--- src/rtl/core/rcr_pkg.sv ---
`default_nettype none
package rcr_pkg;

   localparam int SCREEN_COLUMNS = 120;
   localparam int SCREEN_ROWS    = 40;
   localparam int MAP_COLS       = 32;
   localparam int MAP_ROWS       = 16;
   localparam int MAX_DEPTH      = 16;

   localparam int CELL_COUNT = MAP_COLS * MAP_ROWS;
   localparam int CELL_AW    = $clog2(CELL_COUNT);
   localparam int STEP_LIMIT = 10 * MAX_DEPTH;
   localparam int STEP_W     = $clog2(STEP_LIMIT + 1);

   // field of view is 512 angle steps, centered on the heading
   localparam int FOV_HALF   = 256;
   // column * 64 / 15 as a reciprocal multiply
   localparam int COL_RECIP  = 69906;
   localparam int COL_SHIFT  = 20;
   // ray accumulators hold pos*640 + dir*n; a cell is 163840 = 5 * 2^15 of that
   localparam int POS_W      = 25;
   localparam int DIR_W      = 16;
   localparam int POS_SCALE  = 640;
   localparam int ACC_SHIFT  = 15;
   localparam int CELL_RECIP = 205;
   localparam int CELL_SHIFT = 10;
   localparam int QUEUE_DEPTH = 2;

   localparam logic CMD_WRITE = 1'b1;

   localparam logic [3:0] GLYPH_BLANK  = 4'd0;
   localparam logic [3:0] GLYPH_FULL   = 4'd1;
   localparam logic [3:0] GLYPH_DARK   = 4'd2;
   localparam logic [3:0] GLYPH_MEDIUM = 4'd3;
   localparam logic [3:0] GLYPH_LIGHT  = 4'd4;
   localparam logic [3:0] GLYPH_HASH   = 4'd5;
   localparam logic [3:0] GLYPH_X      = 4'd6;
   localparam logic [3:0] GLYPH_DOT    = 4'd7;
   localparam logic [3:0] GLYPH_DASH   = 4'd8;
   localparam logic [3:0] GLYPH_CROSS  = 4'd9;

   typedef struct packed {
      logic        command;
      logic [6:0]  column;
      logic [12:0] pos_x;
      logic [11:0] pos_y;
      logic [11:0] view_angle;
      logic [8:0]  cell_index;
      logic        cell_wall;
   } req_type;

   typedef struct packed {
      logic [5:0] row;
      logic [3:0] glyph;
      logic       last;
   } rsp_type;

   typedef enum logic {
      JOB_RENDER,
      JOB_WRITE
   } job_kind_type;

   typedef struct packed {
      job_kind_type             kind;
      logic [6:0]               column;
      logic signed [POS_W-1:0]  qx0;
      logic signed [POS_W-1:0]  qy0;
      logic signed [DIR_W-1:0]  dir_x;
      logic signed [DIR_W-1:0]  dir_y;
      logic [8:0]               cell_index;
      logic                     cell_wall;
   } job_type;

   typedef enum logic [2:0] {
      BK_CLEAR,
      BK_IDLE,
      BK_ADDR,
      BK_CHECK,
      BK_SHADE,
      BK_ROWS
   } back_state_type;

   function automatic logic [14:0] quarter_sine(input logic [4:0] idx);
      logic [14:0] v;
      unique case (idx)
         5'd0:    v = 15'd0;
         5'd1:    v = 15'd1606;
         5'd2:    v = 15'd3196;
         5'd3:    v = 15'd4756;
         5'd4:    v = 15'd6270;
         5'd5:    v = 15'd7723;
         5'd6:    v = 15'd9102;
         5'd7:    v = 15'd10394;
         5'd8:    v = 15'd11585;
         5'd9:    v = 15'd12665;
         5'd10:   v = 15'd13623;
         5'd11:   v = 15'd14449;
         5'd12:   v = 15'd15137;
         5'd13:   v = 15'd15679;
         5'd14:   v = 15'd16069;
         5'd15:   v = 15'd16305;
         default: v = 15'd16384;
      endcase
      return v;
   endfunction

   // Q1.14 sine, 4096 steps per turn, interpolated between table points
   function automatic logic signed [DIR_W-1:0] sine_q14(input logic [11:0] angle);
      logic [10:0] r;
      logic [4:0]  idx;
      logic [5:0]  frac;
      logic [14:0] lo;
      logic [14:0] hi;
      logic [16:0] prod;
      logic [14:0] v;
      r = {1'b0, angle[9:0]};
      if (angle[10]) begin
         r = 11'd1024 - r;
      end
      idx  = r[10:6];
      frac = r[5:0];
      lo   = quarter_sine(idx);
      hi   = (idx >= 5'd16) ? lo : quarter_sine(idx + 5'd1);
      prod = 17'(hi - lo) * 17'(frac);
      v    = lo + 15'(prod >> 6);
      return angle[11] ? -$signed({1'b0, v}) : $signed({1'b0, v});
   endfunction

endpackage
`default_nettype wire

--- src/rtl/core/rcr_queue.sv ---
`default_nettype none
module rcr_queue
   import rcr_pkg::*;
(
   input  wire logic    clock,
   input  wire logic    reset,
   input  wire logic    push,
   input  wire job_type push_data,
   output logic         full,
   output logic         pop_valid,
   input  wire logic    pop,
   output job_type      pop_data
);

   localparam int PTR_W = $clog2(QUEUE_DEPTH);

   job_type              slot_ff [QUEUE_DEPTH];
   logic [PTR_W-1:0]     wr_ptr_ff, wr_ptr_in;
   logic [PTR_W-1:0]     rd_ptr_ff, rd_ptr_in;
   logic [PTR_W:0]       count_ff, count_in;

   assign full      = (count_ff == (PTR_W+1)'(QUEUE_DEPTH));
   assign pop_valid = (count_ff != '0);
   assign pop_data  = slot_ff[rd_ptr_ff];

   always_comb begin
      wr_ptr_in = wr_ptr_ff;
      rd_ptr_in = rd_ptr_ff;
      count_in  = count_ff;
      if (push) begin
         wr_ptr_in = (wr_ptr_ff == PTR_W'(QUEUE_DEPTH - 1)) ? '0 : wr_ptr_ff + 1'b1;
      end
      if (pop) begin
         rd_ptr_in = (rd_ptr_ff == PTR_W'(QUEUE_DEPTH - 1)) ? '0 : rd_ptr_ff + 1'b1;
      end
      if (push && !pop) begin
         count_in = count_ff + 1'b1;
      end else if (pop && !push) begin
         count_in = count_ff - 1'b1;
      end
   end

   always_ff @(posedge clock) begin
      if (reset) begin
         wr_ptr_ff <= '0;
         rd_ptr_ff <= '0;
         count_ff  <= '0;
      end else begin
         wr_ptr_ff <= wr_ptr_in;
         rd_ptr_ff <= rd_ptr_in;
         count_ff  <= count_in;
      end
   end

   always_ff @(posedge clock) begin
      if (push) begin
         slot_ff[wr_ptr_ff] <= push_data;
      end
   end

endmodule
`default_nettype wire

--- src/rtl/core/rcr_front.sv ---
`default_nettype none
module rcr_front
   import rcr_pkg::*;
(
   input  wire logic    clock,
   input  wire logic    reset,
   input  wire logic    req_valid,
   output logic         req_stall,
   input  wire req_type req_data,
   input  wire logic    clearing,
   input  wire logic    queue_full,
   output logic         push,
   output job_type      push_data
);

   logic        s1_valid_ff, s1_valid_in;
   logic        s1_write_ff;
   logic [6:0]  s1_column_ff;
   logic [12:0] s1_pos_x_ff;
   logic [11:0] s1_pos_y_ff;
   logic [11:0] s1_angle_ff, s1_angle_in;
   logic [8:0]  s1_index_ff;
   logic        s1_wall_ff;

   logic        accept;
   logic        keep;
   logic [12:0] col_scaled;
   logic [29:0] col_prod;
   logic [24:0] qx0_u;
   logic [24:0] qy0_u;

   assign req_stall = clearing || (s1_valid_ff && queue_full);
   assign accept    = req_valid && !req_stall;
   // drop renders of columns off the screen here
   assign keep      = (req_data.command == CMD_WRITE)
                      || (req_data.column < 7'(SCREEN_COLUMNS));
   assign push      = s1_valid_ff && !queue_full;

   assign col_scaled  = {req_data.column, 6'b0};
   assign col_prod    = 30'(col_scaled) * 30'(COL_RECIP);
   assign s1_angle_in = req_data.view_angle - 12'(FOV_HALF)
                        + 12'(col_prod[29:COL_SHIFT]);

   always_comb begin
      s1_valid_in = s1_valid_ff;
      if (accept) begin
         s1_valid_in = keep;
      end else if (push) begin
         s1_valid_in = 1'b0;
      end
   end

   always_ff @(posedge clock) begin
      if (reset) begin
         s1_valid_ff <= 1'b0;
      end else begin
         s1_valid_ff <= s1_valid_in;
      end
   end

   always_ff @(posedge clock) begin
      if (accept) begin
         s1_write_ff  <= (req_data.command == CMD_WRITE);
         s1_column_ff <= req_data.column;
         s1_pos_x_ff  <= req_data.pos_x;
         s1_pos_y_ff  <= req_data.pos_y;
         s1_angle_ff  <= s1_angle_in;
         s1_index_ff  <= req_data.cell_index;
         s1_wall_ff   <= req_data.cell_wall;
      end
   end

   assign qx0_u = 25'(s1_pos_x_ff) * 25'(POS_SCALE);
   assign qy0_u = 25'(s1_pos_y_ff) * 25'(POS_SCALE);

   always_comb begin
      push_data.kind       = s1_write_ff ? JOB_WRITE : JOB_RENDER;
      push_data.column     = s1_column_ff;
      push_data.qx0        = $signed(qx0_u);
      push_data.qy0        = $signed(qy0_u);
      push_data.dir_x      = sine_q14(s1_angle_ff);
      push_data.dir_y      = sine_q14(s1_angle_ff + 12'd1024);
      push_data.cell_index = s1_index_ff;
      push_data.cell_wall  = s1_wall_ff;
   end

endmodule
`default_nettype wire

--- src/rtl/core/rcr_back.sv ---
`default_nettype none
module rcr_back
   import rcr_pkg::*;
(
   input  wire logic    clock,
   input  wire logic    reset,
   input  wire logic    pop_valid,
   input  wire job_type pop_data,
   output logic         pop,
   output logic         clearing,
   output logic         rsp_valid,
   input  wire logic    rsp_stall,
   output rsp_type      rsp_data
);

   back_state_type state_ff, state_in;

   logic                    map_ff [CELL_COUNT];
   logic                    map_rd_ff;

   logic [CELL_AW-1:0]      clr_ff, clr_in;
   logic signed [POS_W-1:0] qx_ff, qx_in;
   logic signed [POS_W-1:0] qy_ff, qy_in;
   logic signed [DIR_W-1:0] dx_ff, dx_in;
   logic signed [DIR_W-1:0] dy_ff, dy_in;
   logic [STEP_W-1:0]       n_ff, n_in;
   logic [6:0]              column_ff, column_in;
   logic [15:0]             num_ff, num_in;
   logic [15:0]             lo_ff, lo_in;
   logic [15:0]             hi_ff, hi_in;
   logic [5:0]              y_ff, y_in;
   logic                    rsp_valid_ff, rsp_valid_in;
   rsp_type                 rsp_data_ff, rsp_data_in;

   logic                    mem_we;
   logic [CELL_AW-1:0]      mem_wa;
   logic                    mem_wd;
   logic                    rd_en;
   logic [CELL_AW-1:0]      rd_addr;

   logic [8:0]              tx, ty;
   logic [16:0]             cx_prod, cy_prod;
   logic [6:0]              cx, cy;
   logic                    outside;
   logic [15:0]             twice_n;
   logic                    is_ceiling, is_wall;
   logic [3:0]              wall_g, floor_g, row_g;
   logic [6:0]              k;

   // cell coordinate = floor(q / 163840), q known below 2^23 when nonnegative
   assign tx      = qx_ff[POS_W-2:ACC_SHIFT];
   assign ty      = qy_ff[POS_W-2:ACC_SHIFT];
   assign cx_prod = 17'(tx) * 17'(CELL_RECIP);
   assign cy_prod = 17'(ty) * 17'(CELL_RECIP);
   assign cx      = cx_prod[16:CELL_SHIFT];
   assign cy      = cy_prod[16:CELL_SHIFT];
   assign outside = qx_ff[POS_W-1] || qy_ff[POS_W-1]
                    || (cx >= 7'(MAP_COLS)) || (cy >= 7'(MAP_ROWS));
   assign rd_addr = CELL_AW'(16'(cy) * 16'(MAP_COLS) + 16'(cx));

   assign twice_n = 16'({n_ff, 1'b0});

   // rows above the span: (y+1)*2n <= num; span: num < (R-y+1)*2n
   assign is_ceiling = !num_ff[15] && (lo_ff <= num_ff);
   assign is_wall    = num_ff[15] || (num_ff < hi_ff);

   always_comb begin
      priority if (10'({n_ff, 2'b0}) <= 10'(STEP_LIMIT)) wall_g = GLYPH_FULL;
      else if (10'(n_ff) * 10'd3 < 10'(STEP_LIMIT))    wall_g = GLYPH_DARK;
      else if (10'({n_ff, 1'b0}) < 10'(STEP_LIMIT))     wall_g = GLYPH_MEDIUM;
      else if (10'(n_ff) < 10'(STEP_LIMIT))            wall_g = GLYPH_LIGHT;
      else                                              wall_g = GLYPH_BLANK;
   end

   assign k = 7'(SCREEN_ROWS) - 7'(y_ff);

   always_comb begin
      priority if (11'(k) * 11'd8 < 11'(SCREEN_ROWS))       floor_g = GLYPH_HASH;
      else if (11'(k) * 11'd4 < 11'(SCREEN_ROWS))          floor_g = GLYPH_X;
      else if (11'(k) * 11'd8 < 11'(3 * SCREEN_ROWS))      floor_g = GLYPH_DOT;
      else if (11'(k) * 11'd20 < 11'(9 * SCREEN_ROWS))     floor_g = GLYPH_DASH;
      else                                                  floor_g = GLYPH_BLANK;
   end

   always_comb begin
      priority if (column_ff == 7'(SCREEN_COLUMNS / 2) && y_ff == 6'(SCREEN_ROWS / 2)) begin
         row_g = GLYPH_CROSS;
      end else if (is_ceiling) begin
         row_g = GLYPH_BLANK;
      end else if (is_wall) begin
         row_g = wall_g;
      end else begin
         row_g = floor_g;
      end
   end

   always_comb begin
      state_in     = state_ff;
      clr_in       = clr_ff;
      qx_in        = qx_ff;
      qy_in        = qy_ff;
      dx_in        = dx_ff;
      dy_in        = dy_ff;
      n_in         = n_ff;
      column_in    = column_ff;
      num_in       = num_ff;
      lo_in        = lo_ff;
      hi_in        = hi_ff;
      y_in         = y_ff;
      rsp_valid_in = rsp_valid_ff && rsp_stall;
      rsp_data_in  = rsp_data_ff;
      pop          = 1'b0;
      mem_we       = 1'b0;
      mem_wa       = pop_data.cell_index[CELL_AW-1:0];
      mem_wd       = pop_data.cell_wall;
      rd_en        = 1'b0;
      unique case (state_ff)
         BK_CLEAR: begin
            mem_we = 1'b1;
            mem_wa = clr_ff;
            mem_wd = 1'b0;
            clr_in = clr_ff + 1'b1;
            if (clr_ff == CELL_AW'(CELL_COUNT - 1)) begin
               state_in = BK_IDLE;
            end
         end
         BK_IDLE: begin
            if (pop_valid) begin
               pop = 1'b1;
               if (pop_data.kind == JOB_WRITE) begin
                  mem_we = (10'(pop_data.cell_index) < 10'(CELL_COUNT));
               end else begin
                  qx_in     = pop_data.qx0 + POS_W'(pop_data.dir_x);
                  qy_in     = pop_data.qy0 + POS_W'(pop_data.dir_y);
                  dx_in     = pop_data.dir_x;
                  dy_in     = pop_data.dir_y;
                  n_in      = STEP_W'(1);
                  column_in = pop_data.column;
                  state_in  = BK_ADDR;
               end
            end
         end
         BK_ADDR: begin
            if (outside) begin
               n_in     = STEP_W'(STEP_LIMIT);
               state_in = BK_SHADE;
            end else begin
               rd_en    = 1'b1;
               state_in = BK_CHECK;
            end
         end
         BK_CHECK: begin
            if (map_rd_ff || n_ff == STEP_W'(STEP_LIMIT)) begin
               state_in = BK_SHADE;
            end else begin
               n_in     = n_ff + 1'b1;
               qx_in    = qx_ff + POS_W'(dx_ff);
               qy_in    = qy_ff + POS_W'(dy_ff);
               state_in = BK_ADDR;
            end
         end
         BK_SHADE: begin
            num_in   = 16'(n_ff) * 16'(SCREEN_ROWS) - 16'(20 * SCREEN_ROWS);
            lo_in    = twice_n;
            hi_in    = twice_n * 16'(SCREEN_ROWS + 1);
            y_in     = '0;
            state_in = BK_ROWS;
         end
         BK_ROWS: begin
            if (!rsp_valid_ff || !rsp_stall) begin
               rsp_valid_in      = 1'b1;
               rsp_data_in.row   = y_ff;
               rsp_data_in.glyph = row_g;
               rsp_data_in.last  = (y_ff == 6'(SCREEN_ROWS - 1));
               y_in              = y_ff + 1'b1;
               lo_in             = lo_ff + twice_n;
               hi_in             = hi_ff - twice_n;
               if (y_ff == 6'(SCREEN_ROWS - 1)) begin
                  state_in = BK_IDLE;
               end
            end
         end
         default: begin
            state_in = BK_IDLE;
         end
      endcase
   end

   always_ff @(posedge clock) begin
      if (reset) begin
         state_ff     <= BK_CLEAR;
         clr_ff       <= '0;
         rsp_valid_ff <= 1'b0;
      end else begin
         state_ff     <= state_in;
         clr_ff       <= clr_in;
         rsp_valid_ff <= rsp_valid_in;
      end
   end

   always_ff @(posedge clock) begin
      qx_ff       <= qx_in;
      qy_ff       <= qy_in;
      dx_ff       <= dx_in;
      dy_ff       <= dy_in;
      n_ff        <= n_in;
      column_ff   <= column_in;
      num_ff      <= num_in;
      lo_ff       <= lo_in;
      hi_ff       <= hi_in;
      y_ff        <= y_in;
      rsp_data_ff <= rsp_data_in;
   end

   always_ff @(posedge clock) begin
      if (mem_we) begin
         map_ff[mem_wa] <= mem_wd;
      end
      if (rd_en) begin
         map_rd_ff <= map_ff[rd_addr];
      end
   end

   assign clearing  = (state_ff == BK_CLEAR);
   assign rsp_valid = rsp_valid_ff;
   assign rsp_data  = rsp_data_ff;

endmodule
`default_nettype wire

--- src/rtl/core/raycast_column_renderer.sv ---
// Grid-map raycaster, one screen column per render transfer.
// req channel: a render item (command 0) casts one ray for the given column
// from the viewer pose and yields SCREEN_ROWS results on the rsp channel,
// rows top to bottom, last set on the final row. A write item (command 1)
// stores one map cell and yields no result. Renders of columns off the screen
// yield nothing. Items are handled strictly in order.
// Path: the front stage registers each item, and the two-entry queue holds
// it in a slot with a registered count before the back end sees it. The back end
// takes the item in its idle state, then walks 0.1-unit steps, each an address
// state and then a registered map read, up to 160 steps, then one setup state
// and one row per cycle while the receiver takes them. A write is handled in
// the idle state of the back end alone.
// The queue lets the front take new items while the back end marches.
// After reset the map is cleared by a pass over all 512 cells; req_stall is high
// through it. When rsp_stall is high the row output register holds its
// result and the row sequencer waits.
`default_nettype none
module raycast_column_renderer
   import rcr_pkg::*;
(
   input  wire logic    clock,
   input  wire logic    reset,
   input  wire logic    req_valid,
   output logic         req_stall,
   input  wire req_type req_data,
   output logic         rsp_valid,
   input  wire logic    rsp_stall,
   output rsp_type      rsp_data
);

   logic    clearing;
   logic    queue_full;
   logic    push;
   job_type push_data;
   logic    pop_valid;
   logic    pop;
   job_type pop_data;

   rcr_front u_front (
      .clock      (clock),
      .reset      (reset),
      .req_valid  (req_valid),
      .req_stall  (req_stall),
      .req_data   (req_data),
      .clearing   (clearing),
      .queue_full (queue_full),
      .push       (push),
      .push_data  (push_data)
   );

   rcr_queue u_queue (
      .clock     (clock),
      .reset     (reset),
      .push      (push),
      .push_data (push_data),
      .full      (queue_full),
      .pop_valid (pop_valid),
      .pop       (pop),
      .pop_data  (pop_data)
   );

   rcr_back u_back (
      .clock     (clock),
      .reset     (reset),
      .pop_valid (pop_valid),
      .pop_data  (pop_data),
      .pop       (pop),
      .clearing  (clearing),
      .rsp_valid (rsp_valid),
      .rsp_stall (rsp_stall),
      .rsp_data  (rsp_data)
   );

endmodule
`default_nettype wire

--- config.mk ---
export PLATFORM = sky130hd
export DESIGN_NAME = raycast_column_renderer
export DESIGN_NICKNAME = d
export VERILOG_FILES = /design/src/rtl/core/rcr_pkg.sv /design/src/rtl/core/rcr_queue.sv /design/src/rtl/core/rcr_front.sv /design/src/rtl/core/rcr_back.sv /design/src/rtl/core/raycast_column_renderer.sv
export SDC_FILE = /design/constraint.sdc
export NUM_CORES = 2
export LEC_CHECK = 0
export ABC_AREA = 1
export BUFFER_PORTS_ARGS = -buffer_cell sky130_fd_sc_hd__buf_2
export CORE_ASPECT_RATIO = 1.1
export CORE_MARGIN = 2
export CORE_UTILIZATION = 65
export CTS_CLUSTER_SIZE = 12
export DETAILED_ROUTE_END_ITERATION = 8
export PLACE_DENSITY = 0.87
export REMOVE_ABC_BUFFERS = 1
export SLEW_MARGIN = 5
export SYNTH_ARGS = -nofsm -noshare
export SYNTH_HDL_FRONTEND = slang
export SYNTH_HIERARCHICAL = 1
export SYNTH_SLANG_ARGS = --single-unit
--- constraint.sdc ---
create_clock -name clock -period 19.25 [get_ports clock]
set_input_delay 2.8875 -clock clock [delete_from_list [all_inputs] [get_ports clock]]
set_output_delay 2.8875 -clock clock [all_outputs]
set_load 0.05 [all_outputs]
### Yosys cells after proc, flatten, opt, wreduce, memory -nomap -nowiden

Memories as Yosys holds them, arrays and structs flattened. A register that Yosys moved wholly into a read port is not among the register bits.
Index checks and enable logic that the tools add are counted.

| operators by class | value |
|---|---|
| reductions and logical operators | 37 |
| divide/modulo/power cells | 0 |
| bitwise operators | 1 |
| $lt $le $gt $ge | 15 |
| add/subtract/negate cells | 29 |
| multipliers | 11 |
| mux-type cells | 71 |
| shifts and indexed selects | 0 |
| equality and inequality tests | 18 |

Operators by type and width:

| operator | count |
|---|---|
| 2-to-1 mux 25 bit | 6 |
| adder 25 x 16 -> 25 bit | 4 |
| one-hot mux 25 bit (2 select lines) | 2 |
| 2-to-1 mux 15 bit | 6 |
| 2-to-1 mux 16 bit | 4 |
| one-hot mux 16 bit (2 select lines) | 2 |
| 2-to-1 mux 4 bit | 9 |
| multiplier 17 x 6 -> 17 bit | 2 |
| multiplier 9 x 8 -> 17 bit (second input constant) | 2 |
| 2-to-1 mux 8 bit | 4 |
| negation 15 -> 16 bit | 2 |
| subtractor 15 x 15 -> 16 bit | 2 |
| adder 15 x 11 -> 15 bit | 2 |
| 2-to-1 mux 3 bit | 8 |
| one-hot mux 8 bit (3 select lines) | 1 |
| multiplier 7 x 16 -> 23 bit (second input constant) | 1 |
| 2-to-1 mux 11 bit | 2 |
| subtractor 11 x 10 -> 11 bit (first input constant) | 2 |
| 2-to-1 mux 1 bit | 20 |
| one-hot mux 3 bit (6 select lines) | 1 |
| adder 16 x 9 -> 16 bit | 1 |
| <= comparator 16 bit | 1 |
| < comparator 16 bit | 1 |
| multiplier 13 x 3 -> 16 bit (second input constant) | 1 |
| 59 further kinds | 96 |

| word-level totals | value |
|---|---|
| memories kept | 6 |
| bits in latches | 0 |
| input port bits | 59 |
| memory bits (read-only) | 896 |
| output and inout bits | 13 |
| register bits | 235 |
| logic and storage cells | 216 |
| memory bits (writable) | 674 |

Memories:

| name | depth | width | rd ports | clocked after Yosys merged registers in | wr ports | line | source |
|---|---|---|---|---|---|---|---|
| u_back.map_ff | 512 | 1 | 1 | 1 | 1 | rcr_back.sv:18 | `logic map_ff [CELL_COUNT];` |
| (no name shown) | 16 | 14 | 1 | 0 | 0 | rcr_pkg.sv:85 | `unique case (idx)` |
| (no name shown) | 16 | 14 | 1 | 0 | 0 | rcr_pkg.sv:85 |  |
| (no name shown) | 16 | 14 | 1 | 0 | 0 | rcr_pkg.sv:85 |  |
| (no name shown) | 16 | 14 | 1 | 0 | 0 | rcr_pkg.sv:85 |  |
| u_queue.slot_ff | 2 | 81 | 1 | 1 | 1 | rcr_queue.sv:17 | `job_type slot_ff [QUEUE_DEPTH];` |

### Longest topological paths before layout

An unclocked memory read counts as a cell.

| depth | value |
|---|---|
| word-level depth | 12 |
| depth in mapped cells | 57 |
| mapped depth without buffers | 55 |

### Hierarchy

Netlist, hierarchy kept.

By module, submodules not included:

| module | cells an instance | times used | area each (µm²) |
|---|---|---|---|
| rcr_back | 4681 | 1 | 40998.1 |
| rcr_front | 1979 | 1 | 13987.2 |
| rcr_queue | 344 | 1 | 7945.1 |

### Worst setup path before layout

No wires, ideal clock.

| path | value |
|---|---|
| path type | flip-flop to flip-flop |
| from | register with a tool-made name |
| to | memory u_back.map_ff[0], data pin |
| setup slack | 4.150 ns |
| arrival | 12.527 ns |
| library setup time | 2.574 ns |
| cell stages (with the launch flop) | 6 |
| path through | dfxtp_1 > buf_6 > buf_12 > mux2_4 > inv_1 > nor2_1 |

RTL lines:

| what | line |
|---|---|
| end: declaration | rcr_back.sv:18 |

==> flow_metrics.py <==
metrics = {
    "worst_setup_path": {
        "end_kind": "flip-flop",
        "cpPeakStageDelay_ns": 0.65,
        "r2r_slack_ns": 8.60,
        "path_max_fanout": 32,
        "crit_slowest_cell": "edfxtp_1",
        "setup.worst_path.start_class": "flip-flop",
        "cp_common_cell": "nand2_1",
        "worstSetupPathType": "flip-flop to flip-flop",
        "cp.arrival_ns": 11.07,
        "worstPathRequired_ns": 19.66,
    },
    "detailed_routing": {
        "wire_per_inst_um": 18.7,
        "postRouteAntennaNets": 0,
        "vias": 49700,
        "drt-total-wl_um": 154000,
        "viasPerCell": 6.01,
        "route.detailed.drc": 0,
        "drt-pass1-iter-count": 8,
        "dr.first_iter.drc_count": 5931,
    },
    "global_routing": {
        "antenna_found_initial": 0,
        "grt_overflow": 0,
        "grt_pass1_vias": 48500,
        "grt_pass1_wl_um": 245000,
        "grt_use_total_pct": 30.8,
        "grt_start_max_net_pins": 321,
    },
    "timing": {
        "period_needed_ns": 10.65,
        "worst_pin_slew_ns": 1.37,
        "drv_slew": 0,
        "clock.fmax_mhz": 93.9,
        "hold_viol": 0,
        "setup_violations": 0,
        "fin_ws_ns": 8.60,
        "slew_headroom_pct": 8.77,
        "min_period_over_period_pct": 55.3,
        "rsz0062_at_grt": "false",
        "fin_skew_ns": 0.0258,
        "setup_tns_ns": 0,
    },
    "clock_network": {
        "cts_buffers": 98,
        "clk_pin_slew_worst_paths_ns": 0.06,
        "cts.path.max_buffers": 3,
        "post_cts_buffers": 0,
        "ctsResizeCount": 0,
        "cts.sinks": 943,
        "cts_root_buf": "clkbuf_16",
        "h-tree-depth": 3,
        "cts_hold_buf": 0,
        "worstSkewPairLatency_ns": 0.68,
        "cts_tree": "built",
    },
    "logic_synthesis": {
        "yosysWarnings": 6,
        "synth_area_um2": 62900,
        "ys_seq_area_share_pct": 44.7,
        "synth_cell_types": 70,
        "ys_ff_latch": 943,
        "synth_edf_count": 924,
        "yosys_most_used_dff": "edfxtp_1",
        "synth-async-reset-ratio_pct": 0,
        "syn_inst": 7004,
        "synth_area_per_cell_um2": 8.98,
    },
    "die": {
        "io-pin-count": 72,
        "fp.dieW_um": 301,
        "rows": 119,
        "dieArea_um2": 99300,
        "fp.coreArea_um2": 95900,
        "initial_core_util_pct": 65.6,
        "die_y_um": 330,
    },
    "power_and_ir_drop": {
        "ir_worst_vdd_v": 0.0000845,
        "total_power_mw": 4.07,
        "p_per_area_nw_per_um2": 61.1,
        "p_leak_nw": 28.6,
    },
    "layout": {
        "finalCoreUtilization_pct": 69.5,
        "drive_gt1_share_pct": 6.99,
        "area_growth_pct": 5.85,
        "fin_nets": 7633,
    },
    "placement": {
        "dp_hpwl_um": 98900,
        "post-place-ws_ns": 8.78,
        "port_buffers": 71,
        "gp_congestion": 0.945,
    },
    "min_path": {
        "hp-class": "flip-flop to flip-flop",
    },
    "flow_run": {
        "max_cap_viol_count": 0,
    },
    "status": {
        "status": "finished, final reports clean",
    },
}
## flip-flops by register name (all words and copies together) (netlist names), 8 cells and up, named ones only
name	flops
u_back/hi_ff	15
u_back/qx_ff	25
u_back/dx_ff	16
u_back/n_ff	8
u_front/s1_index_ff	9
u_back/clr_ff	9
u_front/s1_pos_y_ff	12
u_back/dy_ff	16
u_front/s1_pos_x_ff	13
u_back/lo_ff	15
u_back/num_ff	12
u_back/rsp_data	11
u_front/s1_angle_ff	12
u_back/map_ff	512
u_back/qy_ff	25
u_queue/slot_ff	200
## metal layers
| metal | vias up | routed length, um | global-route usage, % | share of wire (%) |
|---|---|---|---|---|
| met5 | - | 0 | 0 | 0 |
| li1 | 23300 | - | - | - |
| met3 | 521 | 13600 | 4.11 | 8.8 |
| met2 | 2494 | 76700 | 54.1 | 50 |
| met4 | 0 | 7250 | 14.5 | 4.7 |
| met1 | 23400 | 56800 | 37.7 | 37 |
## layout make-up
class	count	area, um2
multi-input cells	5109	30800
fillers	6839	29300
flip-flops and latches	943	28100
clock buffers	129	2600
inverters	671	2530
well taps	1270	1590
repair buffers	118	721
clock inverters	30	274
diodes	1	2.50
## cell usage after synthesis, types with 26 or more instances
master    count  area (um2)
nand2_1    1639        6150
nor2_1      940        3530
edfxtp_1    924       27700
inv_1       643        2410
nand3_1     621        3110
ha_1        486        6080
a21oi_1     367        1840
o21ai_0     224        1120
fa_1        147        2940
buf_2       146         731
xor2_1      121        1060
mux2_4      100        1500
clkbuf_1     85         319
xnor2_1      55         482
nand4_1      45         282
buf_4        43         323
nor3_1       41         205
o21ai_1      30         150
nand2_2      26         163
## layout by cell type, fill, tap and decap left out, types with 10 or more instances in the layout
| cell type | Yosys | routed |
|---|---|---|
| clkbuf_16 | 0 | 99 |
| nor3_1 | 41 | 39 |
| nor2_4 | 6 | 11 |
| nor3_2 | 9 | 11 |
| nand3b_1 | 16 | 16 |
| or2_2 | 25 | 25 |
| nand4_1 | 45 | 45 |
| dfxtp_1 | 19 | 18 |
| o211ai_1 | 13 | 13 |
| clkinv_1 | 3 | 18 |
| clkbuf_1 | 85 | 29 |
| inv_2 | 22 | 20 |
| nand3_1 | 621 | 621 |
| o21a_1 | 14 | 14 |
| buf_4 | 43 | 46 |
| o21ai_0 | 224 | 224 |
| ha_1 | 486 | 486 |
| fa_1 | 147 | 147 |
| xnor2_1 | 55 | 55 |
| o21ai_1 | 30 | 30 |
| edfxtp_1 | 924 | 924 |
| a21o_1 | 18 | 18 |
| a211oi_1 | 10 | 10 |
| nand2_2 | 26 | 25 |
| buf_2 | 146 | 71 |
| nand3_2 | 13 | 12 |
| inv_1 | 643 | 641 |
| conb_1 | 1 | 19 |
| mux2_4 | 100 | 100 |
| nor2_1 | 940 | 935 |
| a21oi_1 | 367 | 366 |
| nand2_1 | 1639 | 1638 |
| xor2_1 | 121 | 121 |
| o21bai_1 | 13 | 13 |
| a31oi_1 | 17 | 17 |
| nor2_2 | 12 | 12 |
## critical path: cells and delay by family, from the launching register on
family,cells,cell delay [ns]
flip-flops,1,0.65
buffers and inverters,6,1.18
adder cells (fa/ha/maj),9,3.49
AO/OA/AOI/OAI,9,2.08
XOR/XNOR,5,1.07
AND/OR/NAND/NOR,15,1.93
## per-stage QoR
step / hold WS, ns / std cells / cell area [um2]
2_1_floorplan: 0.421 / 6723 / 61300
3_3_place_gp: 0.424 / 8111 / 63700
3_5_place_dp: 0.432 / 8111 / 63700
4_1_cts: 0.445 / 8270 / 66600
5_1_grt: 0.462 / 8270 / 66600
6_report: 0.449 / 8271 / 66600
## logic make-up after synthesis
| family | count (synthesis) | synth area share [%] |
|---|---|---|
| adder cells (fa/ha/maj) | 633 | 14.3 |
| other | 1 | 0.00596 |
| flip-flops | 943 | 44.7 |
| multiplexers | 103 | 2.44 |
| buffers and inverters | 970 | 6.69 |
| XOR/XNOR | 177 | 2.48 |
| AO/OA/AOI/OAI | 760 | 6.66 |
| AND/OR/NAND/NOR | 3417 | 22.7 |
## report_power, final
group	leakage (nW)	switching [mW]	total (mW)	internal, mW
Sequential	8.41	0.000617	2.23	2.23
Clock	1.39	0.769	1.75	0.985
Combinational	18.8	0.0568	0.0851	0.0283
Total	28.6	0.826	4.07	3.24
## worst paths after layout
kind	start	end	cells after the start
setup / recovery	u_front/s1_angle_ff[0]	u_queue/slot_ff[0][39]	44
hold / removal	u_front/s1_index_ff[4]	u_queue/slot_ff[1][5]	0
setup reg to reg	u_front/s1_angle_ff[0]	u_queue/slot_ff[0][39]	44
hold reg to reg	u_front/s1_index_ff[4]	u_queue/slot_ff[1][5]	0
No activity file was read; power rests on OpenSTA's default activity.
